==> config.mk <==
export PLATFORM = sky130hd
export DESIGN_NAME = qoi_image_stream_decoder_unit
export DESIGN_NICKNAME = d
export VERILOG_FILES = /design/src/rtl/qoi_pkg.sv /design/src/rtl/qoi_image_stream_decoder_unit.sv /design/src/rtl/qoi_index_ram.sv /design/src/rtl/qoi_res_fifo.sv
export SDC_FILE = /design/constraint.sdc
export NUM_CORES = 2
export LEC_CHECK = 0
export BUFFER_PORTS_ARGS = -buffer_cell sky130_fd_sc_hd__buf_2
export CAP_MARGIN = 20
export CORE_MARGIN = 3
export CORE_UTILIZATION = 60
export CTS_CLUSTER_DIAMETER = 120
export DETAILED_ROUTE_END_ITERATION = 10
export PLACE_DENSITY_LB_ADDON = 0.2
export SYNTH_ARGS = -nofsm -noshare
export SYNTH_HDL_FRONTEND = slang
export SYNTH_SLANG_ARGS = --single-unit
==> constraint.sdc <==
create_clock -name clk -period 15.2 [get_ports clk]
set_input_delay 3.8 -clock clk [delete_from_list [all_inputs] [get_ports clk]]
set_output_delay 3.8 -clock clk [all_outputs]
set_load 0.05 [all_outputs]
==> src/rtl/qoi_pkg.sv <==
`timescale 1ns / 1ps
`default_nettype none

package qoi_pkg;

    // Color index geometry.
    localparam int IDX_DEPTH = 64;
    localparam int IDX_AW    = 6;

    // Width of the packed result payload on the master side.
    localparam int RES_DATA_W = 104;

    // Op tags of the byte stream. The two full-byte tags win over the
    // two-bit tags in the top bits.
    localparam logic [7:0] TAG_RGB  = 8'hFE;
    localparam logic [7:0] TAG_RGBA = 8'hFF;
    localparam logic [1:0] OP_INDEX = 2'b00;
    localparam logic [1:0] OP_DIFF  = 2'b01;
    localparam logic [1:0] OP_LUMA  = 2'b10;
    localparam logic [1:0] OP_RUN   = 2'b11;

    // What a result beat carries.
    typedef enum logic [1:0] {
        KIND_PIXEL    = 2'd0,
        KIND_HEADER   = 2'd1,
        KIND_CHAN_ERR = 2'd2
    } kind_t;

    // One result item as it travels through the output buffer.
    typedef struct packed {
        kind_t       kind;
        logic [7:0]  red;
        logic [7:0]  green;
        logic [7:0]  blue;
        logic [7:0]  alpha;
        logic [31:0] image_width;
        logic [31:0] image_height;
        logic [7:0]  channel_count;
        logic        last;
    } res_t;

    // Color index hash (3r + 5g + 7b + 11a) mod 64. Only the low six bits of
    // each component can reach the low six bits of the sum.
    function automatic logic [IDX_AW-1:0] pixel_hash(input logic [31:0] px);
        logic [IDX_AW-1:0] r;
        logic [IDX_AW-1:0] g;
        logic [IDX_AW-1:0] b;
        logic [IDX_AW-1:0] a;
        r = px[24 +: IDX_AW];
        g = px[16 +: IDX_AW];
        b = px[8 +: IDX_AW];
        a = px[0 +: IDX_AW];
        return r * IDX_AW'(3) + g * IDX_AW'(5) + b * IDX_AW'(7) + a * IDX_AW'(11);
    endfunction

endpackage

`default_nettype wire

==> src/rtl/qoi_image_stream_decoder_unit.sv <==
`timescale 1ns / 1ps
`default_nettype none

// Channel   Dir  Beat contents
// s_axis    in   tdata[7:0] raw file byte, header first
// m_axis    out  tuser kind, tlast last, tdata pixel or header values
//
// Header bytes and the bytes of RGB, RGBA, LUMA and DIFF ops need no wait
// state. An INDEX op waits in ST_INDEX_WAIT for the registered read of the
// color index RAM. A RUN op emits its length plus one copies of the previous
// pixel. Reset is asynchronous and clears the control state, the previous
// pixel and all index valid bits at once; no clearing pass is needed.
// s_axis_tready drops while the two-beat result buffer is full, during the
// index read and while a run is being emitted.
module qoi_image_stream_decoder_unit (
    input  wire logic                            clk,
    input  wire logic                            rst_n,
    input  wire logic                            s_axis_tvalid,
    output logic                                 s_axis_tready,
    input  wire logic [7:0]                      s_axis_tdata,  // stream_byte
    output logic                                 m_axis_tvalid,
    input  wire logic                            m_axis_tready,
    // tdata from bit 0 up: red, green, blue, alpha, image_width,
    // image_height, channel_count
    output logic      [qoi_pkg::RES_DATA_W-1:0]  m_axis_tdata,
    output logic      [1:0]                      m_axis_tuser,  // kind
    output logic                                 m_axis_tlast   // last
);

    // Decoder phases. Header collection, waiting for an op tag, collecting
    // the payload of RGB, RGBA and LUMA ops, waiting for an index read, and
    // emitting a run.
    typedef enum logic [2:0] {
        ST_HEADER,
        ST_TAG,
        ST_RGB,
        ST_RGBA,
        ST_LUMA,
        ST_INDEX_WAIT,
        ST_RUN
    } state_t;

    localparam logic [3:0]  HDR_LAST     = 4'd13;
    localparam logic [3:0]  HDR_CHANNELS = 4'd12;
    localparam logic [31:0] PIXEL_RESET  = 32'h0000_00FF;

    state_t       state_reg,    state_next;
    logic [3:0]   byte_cnt_reg, byte_cnt_next;
    logic [23:0]  partial_reg,  partial_next;
    logic [31:0]  width_reg,    width_next;
    logic [31:0]  height_reg,   height_next;
    logic [31:0]  prev_reg,     prev_next;
    logic [5:0]   run_cnt_reg,  run_cnt_next;

    logic                          in_acc;
    logic [7:0]                    b;
    logic [31:0]                   pix_new;
    logic                          pix_done;
    logic [7:0]                    dg;
    logic [7:0]                    pr;
    logic [7:0]                    pg;
    logic [7:0]                    pb;
    logic [7:0]                    pa;

    logic                          res_push;
    qoi_pkg::res_t                 res;
    qoi_pkg::res_t                 head;
    logic                          fifo_full;
    logic                          res_pop;

    logic                          ram_clear;
    logic                          ram_we;
    logic [qoi_pkg::IDX_AW-1:0]    ram_waddr;
    logic [31:0]                   ram_wdata;
    logic                          ram_re;
    logic [31:0]                   ram_rdata;

    assign b      = s_axis_tdata;
    assign in_acc = s_axis_tvalid && s_axis_tready;
    assign pr     = prev_reg[31:24];
    assign pg     = prev_reg[23:16];
    assign pb     = prev_reg[15:8];
    assign pa     = prev_reg[7:0];

    // Input is taken only while a result slot is guaranteed for it.
    assign s_axis_tready = !fifo_full && (state_reg != ST_INDEX_WAIT)
                           && (state_reg != ST_RUN);

    always_comb
    begin
        state_next    = state_reg;
        byte_cnt_next = byte_cnt_reg;
        partial_next  = partial_reg;
        width_next    = width_reg;
        height_next   = height_reg;
        prev_next     = prev_reg;
        run_cnt_next  = run_cnt_reg;
        pix_new       = prev_reg;
        pix_done      = 1'b0;
        dg            = 8'd0;
        res_push      = 1'b0;
        res           = '0;
        ram_clear     = 1'b0;
        ram_we        = 1'b0;
        ram_re        = 1'b0;

        case (state_reg)
            ST_HEADER:
            begin
                if (in_acc)
                begin
                    if (byte_cnt_reg inside {[4'd4:4'd7]})
                    begin
                        width_next = {width_reg[23:0], b};
                    end
                    else if (byte_cnt_reg inside {[4'd8:4'd11]})
                    begin
                        height_next = {height_reg[23:0], b};
                    end
                    else if (byte_cnt_reg == HDR_CHANNELS)
                    begin
                        partial_next = {16'd0, b};
                    end

                    if (byte_cnt_reg < HDR_LAST)
                    begin
                        byte_cnt_next = byte_cnt_reg + 4'd1;
                    end
                    else
                    begin
                        // The colorspace byte closes the header.
                        byte_cnt_next     = 4'd0;
                        partial_next      = 24'd0;
                        res_push          = 1'b1;
                        res.image_width   = width_reg;
                        res.image_height  = height_reg;
                        res.channel_count = partial_reg[7:0];
                        res.last          = 1'b1;
                        if (partial_reg == 24'd3 || partial_reg == 24'd4)
                        begin
                            res.kind   = qoi_pkg::KIND_HEADER;
                            prev_next  = PIXEL_RESET;
                            ram_clear  = 1'b1;
                            state_next = ST_TAG;
                        end
                        else
                        begin
                            res.kind   = qoi_pkg::KIND_CHAN_ERR;
                            state_next = ST_HEADER;
                        end
                    end
                end
            end

            ST_RGB:
            begin
                if (in_acc)
                begin
                    if (byte_cnt_reg < 4'd2)
                    begin
                        partial_next  = {partial_reg[15:0], b};
                        byte_cnt_next = byte_cnt_reg + 4'd1;
                    end
                    else
                    begin
                        byte_cnt_next = 4'd0;
                        pix_new       = {partial_reg[15:0], b, pa};
                        pix_done      = 1'b1;
                    end
                end
            end

            ST_RGBA:
            begin
                if (in_acc)
                begin
                    if (byte_cnt_reg < 4'd3)
                    begin
                        partial_next  = {partial_reg[15:0], b};
                        byte_cnt_next = byte_cnt_reg + 4'd1;
                    end
                    else
                    begin
                        byte_cnt_next = 4'd0;
                        pix_new       = {partial_reg, b};
                        pix_done      = 1'b1;
                    end
                end
            end

            ST_LUMA:
            begin
                if (in_acc)
                begin
                    dg       = {2'b00, partial_reg[5:0]} - 8'd32;
                    pix_new  = {pr + dg + {4'd0, b[7:4]} - 8'd8,
                                pg + dg,
                                pb + dg + {4'd0, b[3:0]} - 8'd8,
                                pa};
                    pix_done = 1'b1;
                end
            end

            ST_INDEX_WAIT:
            begin
                pix_new  = ram_rdata;
                pix_done = 1'b1;
            end

            ST_RUN:
            begin
                // One copy of the previous pixel per free buffer slot.
                if (!fifo_full)
                begin
                    res_push  = 1'b1;
                    res.red   = pr;
                    res.green = pg;
                    res.blue  = pb;
                    res.alpha = pa;
                    if (run_cnt_reg == 6'd0)
                    begin
                        res.last   = 1'b1;
                        state_next = ST_TAG;
                    end
                    else
                    begin
                        run_cnt_next = run_cnt_reg - 6'd1;
                    end
                end
            end

            default:
            begin
                // Waiting for an op tag; unused codes behave the same way.
                if (in_acc)
                begin
                    if (b == qoi_pkg::TAG_RGB)
                    begin
                        state_next    = ST_RGB;
                        byte_cnt_next = 4'd0;
                        partial_next  = 24'd0;
                    end
                    else if (b == qoi_pkg::TAG_RGBA)
                    begin
                        state_next    = ST_RGBA;
                        byte_cnt_next = 4'd0;
                        partial_next  = 24'd0;
                    end
                    else
                    begin
                        case (b[7:6])
                            qoi_pkg::OP_INDEX:
                            begin
                                ram_re     = 1'b1;
                                state_next = ST_INDEX_WAIT;
                            end
                            qoi_pkg::OP_DIFF:
                            begin
                                pix_new  = {pr + {6'd0, b[5:4]} - 8'd2,
                                            pg + {6'd0, b[3:2]} - 8'd2,
                                            pb + {6'd0, b[1:0]} - 8'd2,
                                            pa};
                                pix_done = 1'b1;
                            end
                            qoi_pkg::OP_LUMA:
                            begin
                                state_next    = ST_LUMA;
                                partial_next  = {16'd0, b};
                                byte_cnt_next = 4'd0;
                            end
                            default:
                            begin
                                // Run: the previous pixel goes into the index
                                // now, the copies follow one per cycle while the result buffer has room.
                                ram_we       = 1'b1;
                                run_cnt_next = b[5:0];
                                partial_next = 24'd0;
                                state_next   = ST_RUN;
                            end
                        endcase
                    end
                end
            end
        endcase

        if (pix_done)
        begin
            prev_next    = pix_new;
            ram_we       = 1'b1;
            res_push     = 1'b1;
            res.red      = pix_new[31:24];
            res.green    = pix_new[23:16];
            res.blue     = pix_new[15:8];
            res.alpha    = pix_new[7:0];
            res.last     = 1'b1;
            state_next   = ST_TAG;
            partial_next = 24'd0;
        end
    end

    // Every write stores the pixel in hand (new or previous) at its hash.
    assign ram_wdata = pix_new;
    assign ram_waddr = qoi_pkg::pixel_hash(pix_new);

    always_ff @(posedge clk or negedge rst_n)
    begin
        if (!rst_n)
        begin
            state_reg    <= ST_HEADER;
            byte_cnt_reg <= 4'd0;
            partial_reg  <= 24'd0;
            width_reg    <= 32'd0;
            height_reg   <= 32'd0;
            prev_reg     <= PIXEL_RESET;
            run_cnt_reg  <= 6'd0;
        end
        else
        begin
            state_reg    <= state_next;
            byte_cnt_reg <= byte_cnt_next;
            partial_reg  <= partial_next;
            width_reg    <= width_next;
            height_reg   <= height_next;
            prev_reg     <= prev_next;
            run_cnt_reg  <= run_cnt_next;
        end
    end

    qoi_index_ram u_index (
        .clk   (clk),
        .rst_n (rst_n),
        .clear (ram_clear),
        .we    (ram_we),
        .waddr (ram_waddr),
        .wdata (ram_wdata),
        .re    (ram_re),
        .raddr (b[qoi_pkg::IDX_AW-1:0]),
        .rdata (ram_rdata)
    );

    assign res_pop = m_axis_tvalid && m_axis_tready;

    qoi_res_fifo u_res_fifo (
        .clk       (clk),
        .rst_n     (rst_n),
        .push      (res_push),
        .push_data (res),
        .pop       (res_pop),
        .head      (head),
        .not_empty (m_axis_tvalid),
        .full      (fifo_full)
    );

    assign m_axis_tdata = {head.channel_count, head.image_height, head.image_width,
                           head.alpha, head.blue, head.green, head.red};
    assign m_axis_tuser = head.kind;
    assign m_axis_tlast = head.last;

    // A result is never pushed into a full buffer.
    a_no_overflow: assert property (@(posedge clk) disable iff (!rst_n)
        !(res_push && fifo_full))
        else $error("result pushed into full buffer");

    // An accepted index tag is followed by the read-wait state, then tag decoding.
    a_index_wait: assert property (@(posedge clk) disable iff (!rst_n)
        (in_acc && state_reg == ST_TAG && b[7:6] == qoi_pkg::OP_INDEX)
        |=> (state_reg == ST_INDEX_WAIT) ##1 (state_reg == ST_TAG))
        else $error("index read did not complete in one cycle");

    // The final copy of a run carries last and returns to tag decoding.
    a_run_end: assert property (@(posedge clk) disable iff (!rst_n)
        (state_reg == ST_RUN && !fifo_full && run_cnt_reg == 6'd0)
        |-> (res.last ##1 state_reg == ST_TAG))
        else $error("run did not end with last");

    // Header and error beats always close their byte.
    a_header_last: assert property (@(posedge clk) disable iff (!rst_n)
        (m_axis_tvalid && m_axis_tuser != qoi_pkg::KIND_PIXEL) |-> m_axis_tlast)
        else $error("header beat without last");

endmodule

`default_nettype wire

==> src/rtl/qoi_index_ram.sv <==
`timescale 1ns / 1ps
`default_nettype none

// 64-entry color index with a synchronous, registered read. A valid bit per
// entry lets reset and a new header clear the whole index at once; an entry
// that was never written reads as zero.
module qoi_index_ram (
    input  wire logic                        clk,
    input  wire logic                        rst_n,
    input  wire logic                        clear,
    input  wire logic                        we,
    input  wire logic [qoi_pkg::IDX_AW-1:0]  waddr,
    input  wire logic [31:0]                 wdata,
    input  wire logic                        re,
    input  wire logic [qoi_pkg::IDX_AW-1:0]  raddr,
    output logic      [31:0]                 rdata
);

    logic [31:0]                    mem [qoi_pkg::IDX_DEPTH];
    logic [qoi_pkg::IDX_DEPTH-1:0]  valid_reg;
    logic [31:0]                    rdata_reg;
    logic                           rvalid_reg;

    always_ff @(posedge clk)
    begin
        if (we)
        begin
            mem[waddr] <= wdata;
        end
        if (re)
        begin
            rdata_reg <= mem[raddr];
        end
    end

    always_ff @(posedge clk or negedge rst_n)
    begin
        if (!rst_n)
        begin
            valid_reg  <= '0;
            rvalid_reg <= 1'b0;
        end
        else
        begin
            if (clear)
            begin
                valid_reg <= '0;
            end
            else if (we)
            begin
                valid_reg[waddr] <= 1'b1;
            end
            if (re)
            begin
                rvalid_reg <= valid_reg[raddr];
            end
        end
    end

    assign rdata = rvalid_reg ? rdata_reg : 32'd0;

endmodule

`default_nettype wire

==> src/rtl/qoi_res_fifo.sv <==
`timescale 1ns / 1ps
`default_nettype none

// Two-entry result buffer between the decoder and the master side.
module qoi_res_fifo (
    input  wire logic          clk,
    input  wire logic          rst_n,
    input  wire logic          push,
    input  wire qoi_pkg::res_t push_data,
    input  wire logic          pop,
    output qoi_pkg::res_t      head,
    output logic               not_empty,
    output logic               full
);

    qoi_pkg::res_t entry [2];
    logic          wr_ptr_reg;
    logic          rd_ptr_reg;
    logic [1:0]    count_reg;
    logic          do_pop;

    assign do_pop    = pop && (count_reg != 2'd0);
    assign not_empty = (count_reg != 2'd0);
    assign full      = (count_reg == 2'd2);
    assign head      = entry[rd_ptr_reg];

    always_ff @(posedge clk)
    begin
        if (push)
        begin
            entry[wr_ptr_reg] <= push_data;
        end
    end

    always_ff @(posedge clk or negedge rst_n)
    begin
        if (!rst_n)
        begin
            wr_ptr_reg <= 1'b0;
            rd_ptr_reg <= 1'b0;
            count_reg  <= 2'd0;
        end
        else
        begin
            if (push)
            begin
                wr_ptr_reg <= ~wr_ptr_reg;
            end
            if (do_pop)
            begin
                rd_ptr_reg <= ~rd_ptr_reg;
            end
            if (push && !do_pop)
            begin
                count_reg <= count_reg + 2'd1;
            end
            else if (do_pop && !push)
            begin
                count_reg <= count_reg - 2'd1;
            end
        end
    end

endmodule

`default_nettype wire

; ---- Word-level counts from Yosys, hierarchy flattened
; Memories as Yosys holds them, arrays and structs flattened. A register that Yosys moved wholly into a read port is not among the register bits.
; Cells that the tools add are included.
[op_classes]
add_sub_neg = 21
mul = 4
order_cmp = 10
n_eq_ne = 34
muxes = 116
bitwise_logic = 6
reduce_logical = 40
[ops]
columns = cell, count
row1 = $mux W32, 18
row2 = $mux W24, 13
row3 = $pmux W32 S5, 1
row4 = $mux W73, 2
row5 = $mux W64, 2
row6 = $pmux W24 S4, 1
row7 = $mux W72, 1
row8 = $or A64 B64 Y64, 1
row9 = $pmux W24 S2, 1
row10 = $mux W4, 10
row11 = $mux W1, 38
row12 = $mux W6, 6
row13 = $add A8 B2 Y8, 3
row14 = $add A8 B8 Y8, 3
row15 = $eq A24 B2 Y1 const B, 1
row16 = $eq A24 B3 Y1 const B, 1
row17 = $mux W3, 8
row18 = $ne A3 B3 Y1 const B, 8
row19 = $sub A8 B2 Y8 const B, 3
row20 = $add A6 B6 Y6, 3
row21 = $pmux W3 S3, 2
row22 = $add A8 B4 Y8, 2
row23 = $eq A8 B8 Y1 const B, 2
row24 = $pmux W4 S4, 1
row25 = 52 further kinds, 100
[word_totals]
register_bits = 202
ramBits = 2262
in_bits = 12
output_inout_bits = 109
word_cells = 245
mem_count = 2
[memory_table]
columns = name, depth, word_bits, read_ports, rd_ports_with_merged_regs, wr, line
row1 = u_index.mem, 64, 32, 1, 1, 1, qoi_index_ram.sv:19  ; logic [31:0] mem [qoi_pkg::IDX_DEPTH];
row2 = u_res_fifo.entry, 2, 107, 1, 0, 1, qoi_res_fifo.sv:16  ; qoi_pkg::res_t entry [2];

; ---- Depth between registers and ports, before layout
[logic_depth]
ltp_word = 18
mapped_depth = 35
mapped_depth_nobuf = 29

; ---- By module
; A second synthesis with hierarchy kept.
[unflattened]
cells_unflattened = 5252
area_unflattened_um2 = 100421.3
[modules_own_cells]
columns = module, instances, cells_per_inst, area_per_inst_um2, seq_area_each_um2
row1 = qoi_index_ram, 1, 3640, 81288.0, 64086.5
row2 = qoi_image_stream_decoder_unit, 1, 1263, 11153.2, 3338.2
row3 = qoi_res_fifo, 1, 349, 7980.2, 6526.3

; ---- Worst setup path after synthesis
; OpenSTA, ideal clock, no wires.
[synth_path]
path_kind = input -> register
start = input s_axis_tdata[1]
end = memory u_index.mem[17][0] (enable)
setup_time_ps = 463
arrival_time_ps = 14620
required_ps = 14737
slack_ps = 116
cell_stages = 32
n_path_buf = 5
cell_sequence = clkbuf_1 clkbuf_1 clkbuf_1 clkbuf_1 clkbuf_1 inv_1 fa_1 inv_1 ha_1 ha_1 fa_1 a222oi_1 o21ai_1 a211oi_4 inv_1 fa_1 inv_1 fa_1 fa_1 fa_1 fa_1 inv_1 ha_1 a21o_1 a21oi_1 xnor2_1 xnor2_1 xnor2_1 xnor3_1 xnor3_2 xor2_2 nor3_1
[synth_via]
elab_chain_cells = 10
elab_cells_between_ends = 34
cone_classes = add/sub: 7 / mul: 4 / eq/ne: 2 / mux: 21
[synth_lines]
columns = item, line
row1 = "start, declared", qoi_image_stream_decoder_unit.sv:20  ; input wire logic [7:0] s_axis_tdata,
row2 = $add A8 B2 Y8, qoi_image_stream_decoder_unit.sv:261  ; pb + {6'd0, b[1:0]} - 8'd2,
row3 = $sub A8 B2 Y8, qoi_image_stream_decoder_unit.sv:261
row4 = $mux W32, qoi_image_stream_decoder_unit.sv:251  ; case (b[7:6])
row5 = $mux W32, qoi_image_stream_decoder_unit.sv:243  ; else if (b == qoi_pkg::TAG_RGBA)
row6 = $mux W32, qoi_image_stream_decoder_unit.sv:237  ; if (b == qoi_pkg::TAG_RGB)
row7 = $mux W32, qoi_image_stream_decoder_unit.sv:235  ; if (in_acc)
row8 = $pmux W32 S5 *, qoi_image_stream_decoder_unit.sv:107  ; case (state_reg)
row9 = named net pix_new[11], qoi_image_stream_decoder_unit.sv:57  ; logic [31:0] pix_new;
row10 = $mul A6 B3 Y6 *, qoi_pkg.sv:53  ; return r * IDX_AW'(3) + g * IDX_AW'(5) + b * IDX_AW'(7) + a * IDX_AW'(11);
row11 = $add A6 B6 Y6 * (2 in a row), qoi_pkg.sv:53
row12 = "end, declared", qoi_index_ram.sv:19
; The timed path passes the listed nets; every way through them passes the cells marked *.

; ---- Worst setup path after layout
[layout_path]
start = input s_axis_tdata[1]
end = memory u_index.mem[38][22] (enable)
; The elaborated chain is that of the path after synthesis.

==> results.yml <==
route:
  vias_per_cell: 6.720
  num_vias: 50420
  antenna_left: 0
  wl_per_cell_um: 33.91
  routed_wirelength_mm: 254.4
  drc: 0
  dr.pass1.iters: 8
  drt_iter0_drc: 6887
finish:
  area_delta_synth_final_pct: 12.16
  drive_above_1_share: 0.3061
  fin_cells: 7502
  nets: 5237
  fin_area_sq_mm: 0.1126
  largest_reg_flops: 2048
sta:
  worst_clock_skew_ps: 29.32
  hold_viol_final: 0
  worst_pin_slew_ps: 1109
  post-route-period-util: 0.8646
  fmax_ghz: 0.07609
  rsz0062_at_grt: "no"
  min_period_ps: 13140
  finalSetupViolations: 0
  tns_ps: 0
  fin_worst_hold_slack_ps: 483.4
  maxSlewHeadroom: 0.2555
  drv_slew: 0
clock_network:
  post_cts_buffers: 0
  post_cts_resized: 0
  clk_pin_slew_worst_paths_ps: 60
  hold_buffers: 0
  cts_sinks: 2496
  clock_path_buffers: 3
  htreeDepth: 4
  cts_made_buffers: 234
  cts_tree: "done"
  clk_latency_ps: 870
  clock-root-buffer: "clkbuf_16"
placement:
  place_congestion: 0.9692
  place_inst: 7046
  dp_hpwl_mm: 150.0
  place_area_sq_mm: 0.1048
  io_buffers: 120
logic_synthesis:
  synth_edf_count: 2294
  synth_flop_cell: "edfxtp_1"
  ys_ff_latch: 2496
  synth_seq_area_share: 0.7364
  syn_nets: 4968
  synth_cell_types: 82
  syn_area_sq_mm: 0.1004
  ys.warnings.count: 0
  async_flop_share: 0.08093
  netlist_instances: 4835
  syn_avg_cell_area_sq_um: 20.77
critical_path:
  worst_ep_required_time_ps: 15670
  cp.arrival_ps: 13610
  cp-start-kind: "primary input"
  crit_type: "in2reg"
  slowest_stage: "nor2_4"
  cpPeakStageDelay_ps: 980
  cp_max_fo: 65
  cpMostUsedCell: "fa_1"
  worstSetupEndpointType: "flip-flop"
floorplanning:
  io_pins: 121
  initial_core_util: 0.6066
  die_area_sq_mm: 0.1723
  rows: 149
  die_w_um: 415.1
  fp.coreArea_sq_mm: 0.1655
  die_h_um: 415.1
global_route:
  overflow: 0
  grt_pass1_wl_mm: 369.6
  antenna_found_initial: 16
  grt_use_total: 0.3010
  grt_pass1_vias: 50350
  grt_max_degree: 127
min_path:
  hold_class: "reg2reg"
run_status:
  status: "complete, no violations"
flow_run:
  drv_cap: 0
[cell usage after synthesis, types with 4 or more instances]
library cell	count	share of area
a21oi_1	66	0.0033
mux2i_1	15	0.0015
nand2b_1	14	0.00087
xnor2_1	39	0.0034
buf_1	60	0.0022
dfrtp_1	194	0.048
or3_1	7	0.00044
inv_1	116	0.0043
nand3_1	20	0.0010
nor4_1	11	0.00069
nor2b_1	19	0.0012
dfstp_2	8	0.0021
a31oi_1	14	0.00087
a221o_1	5	0.00050
ha_1	84	0.010
a222oi_1	15	0.0015
nand4_1	5	0.00031
fa_1	37	0.0074
nand2_1	190	0.0071
and2_1	79	0.0049
buf_2	17	0.00085
nor2_1	108	0.0040
a211oi_1	11	0.00082
a22o_1	25	0.0022
mux2_2	172	0.019
edfxtp_1	2294	0.69
o21bai_1	8	0.00060
a21o_1	44	0.0033
mux4_2	683	0.15
nor3_1	27	0.0013
a22oi_1	9	0.00067
and3_1	11	0.00069
o21ai_0	88	0.0044
clkbuf_1	183	0.0068
o21a_1	26	0.0019
nor3_2	16	0.0016
a221oi_1	7	0.00061
o2111ai_1	4	0.00035
o21ai_1	28	0.0014
xor2_1	16	0.0014
[metal layers]
metal,up-vias,global-route usage,share of wire
li1,20370,-,-
met1,26590,0.4350,0.38
met2,2982,0.4598,0.47
met3,465,0.06677,0.10
met4,6,0.1130,0.040
met5,-,0,0.00015
[worst max-delay path: cells and delay by family]
| kind | cells | cell delay, ps |
|---|---|---|
| adders and majority gates | 10 | 4310 |
| and+or+nand+nor | 2 | 1550 |
| buffers and inverters | 8 | 1390 |
| AOI/OAI and AO/OA | 5 | 1240 |
| xor gates and xnor gates | 6 | 1210 |
[cell type report]
cell class / count / area (sq um)
fillers: 10280 / 52920
flip-flops and latches: 2496 / 73950
well taps: 2189 / 2739
multi-input cells: 1956 / 25640
clock buffers: 300 / 6289
inverters: 119 / 447.9
diodes: 10 / 25.02
clock inverters: 135 / 1249
repair buffers: 297 / 2286
[final timing paths]
check,startpoint,end,slack [ps],depth (start not counted)
setup / recovery,s_axis_tdata[1],u_index.mem[38][22],2060,31
setup reg to reg,partial_reg[1],u_index.mem[38][22],4240,30
min in group asynchronous,rst_n,height_reg[28],2890,1
hold / removal,u_index.valid_reg[5],u_index.valid_reg[5],480,2
hold reg to reg,u_index.valid_reg[5],u_index.valid_reg[5],480,2
max in group asynchronous,rst_n,u_index.valid_reg[49],10820,2
[through the flow]
stage / util / worst slack, ps
3_3_place_gp: 0.6325 / 1230
3_5_place_dp: 0.6333 / 1280
4_1_cts: 0.6788 / 2132
2_1_floorplan: - / 116.1
6_report: 0.6803 / 2058
5_1_grt: 0.6802 / 1717
[kinds of logic (layout without fill, tap and decap cells)]
group | after synthesis | after routing | share of synthesized area
DFF | 2496 | 2496 | 0.7364
muxes | 870 | 870 | 0.1740
and+or+nand+nor | 526 | 526 | 0.02574
buffers and inverters | 383 | 851 | 0.01479
AOI/OAI and AO/OA | 379 | 379 | 0.02541
adders and majority gates | 121 | 121 | 0.01784
xor gates and xnor gates | 60 | 60 | 0.005856
other | 0 | 10 | 0
[cell usage in the layout, fill, tap and decap left out, types with 26 or more instances in the layout]
master and count:
mux4_2 683, o21ai_0 87, a21o_1 44, inv_1 102, nor2_4 46, nor2_1 60
xnor2_1 39, clkbuf_16 239, o21ai_1 28, buf_2 114, buf_4 156, nand2_1 186
fa_1 37, ha_1 84, edfxtp_1 2294, mux2_2 172, clkbuf_1 52, clkinv_1 50
clkinv_2 45, and2_1 79, dfrtp_1 193, o21a_1 26, a21oi_1 62
Power is not shown: default switching activity piles up to over one toggle a cycle in this logic, so the estimate is an artifact.
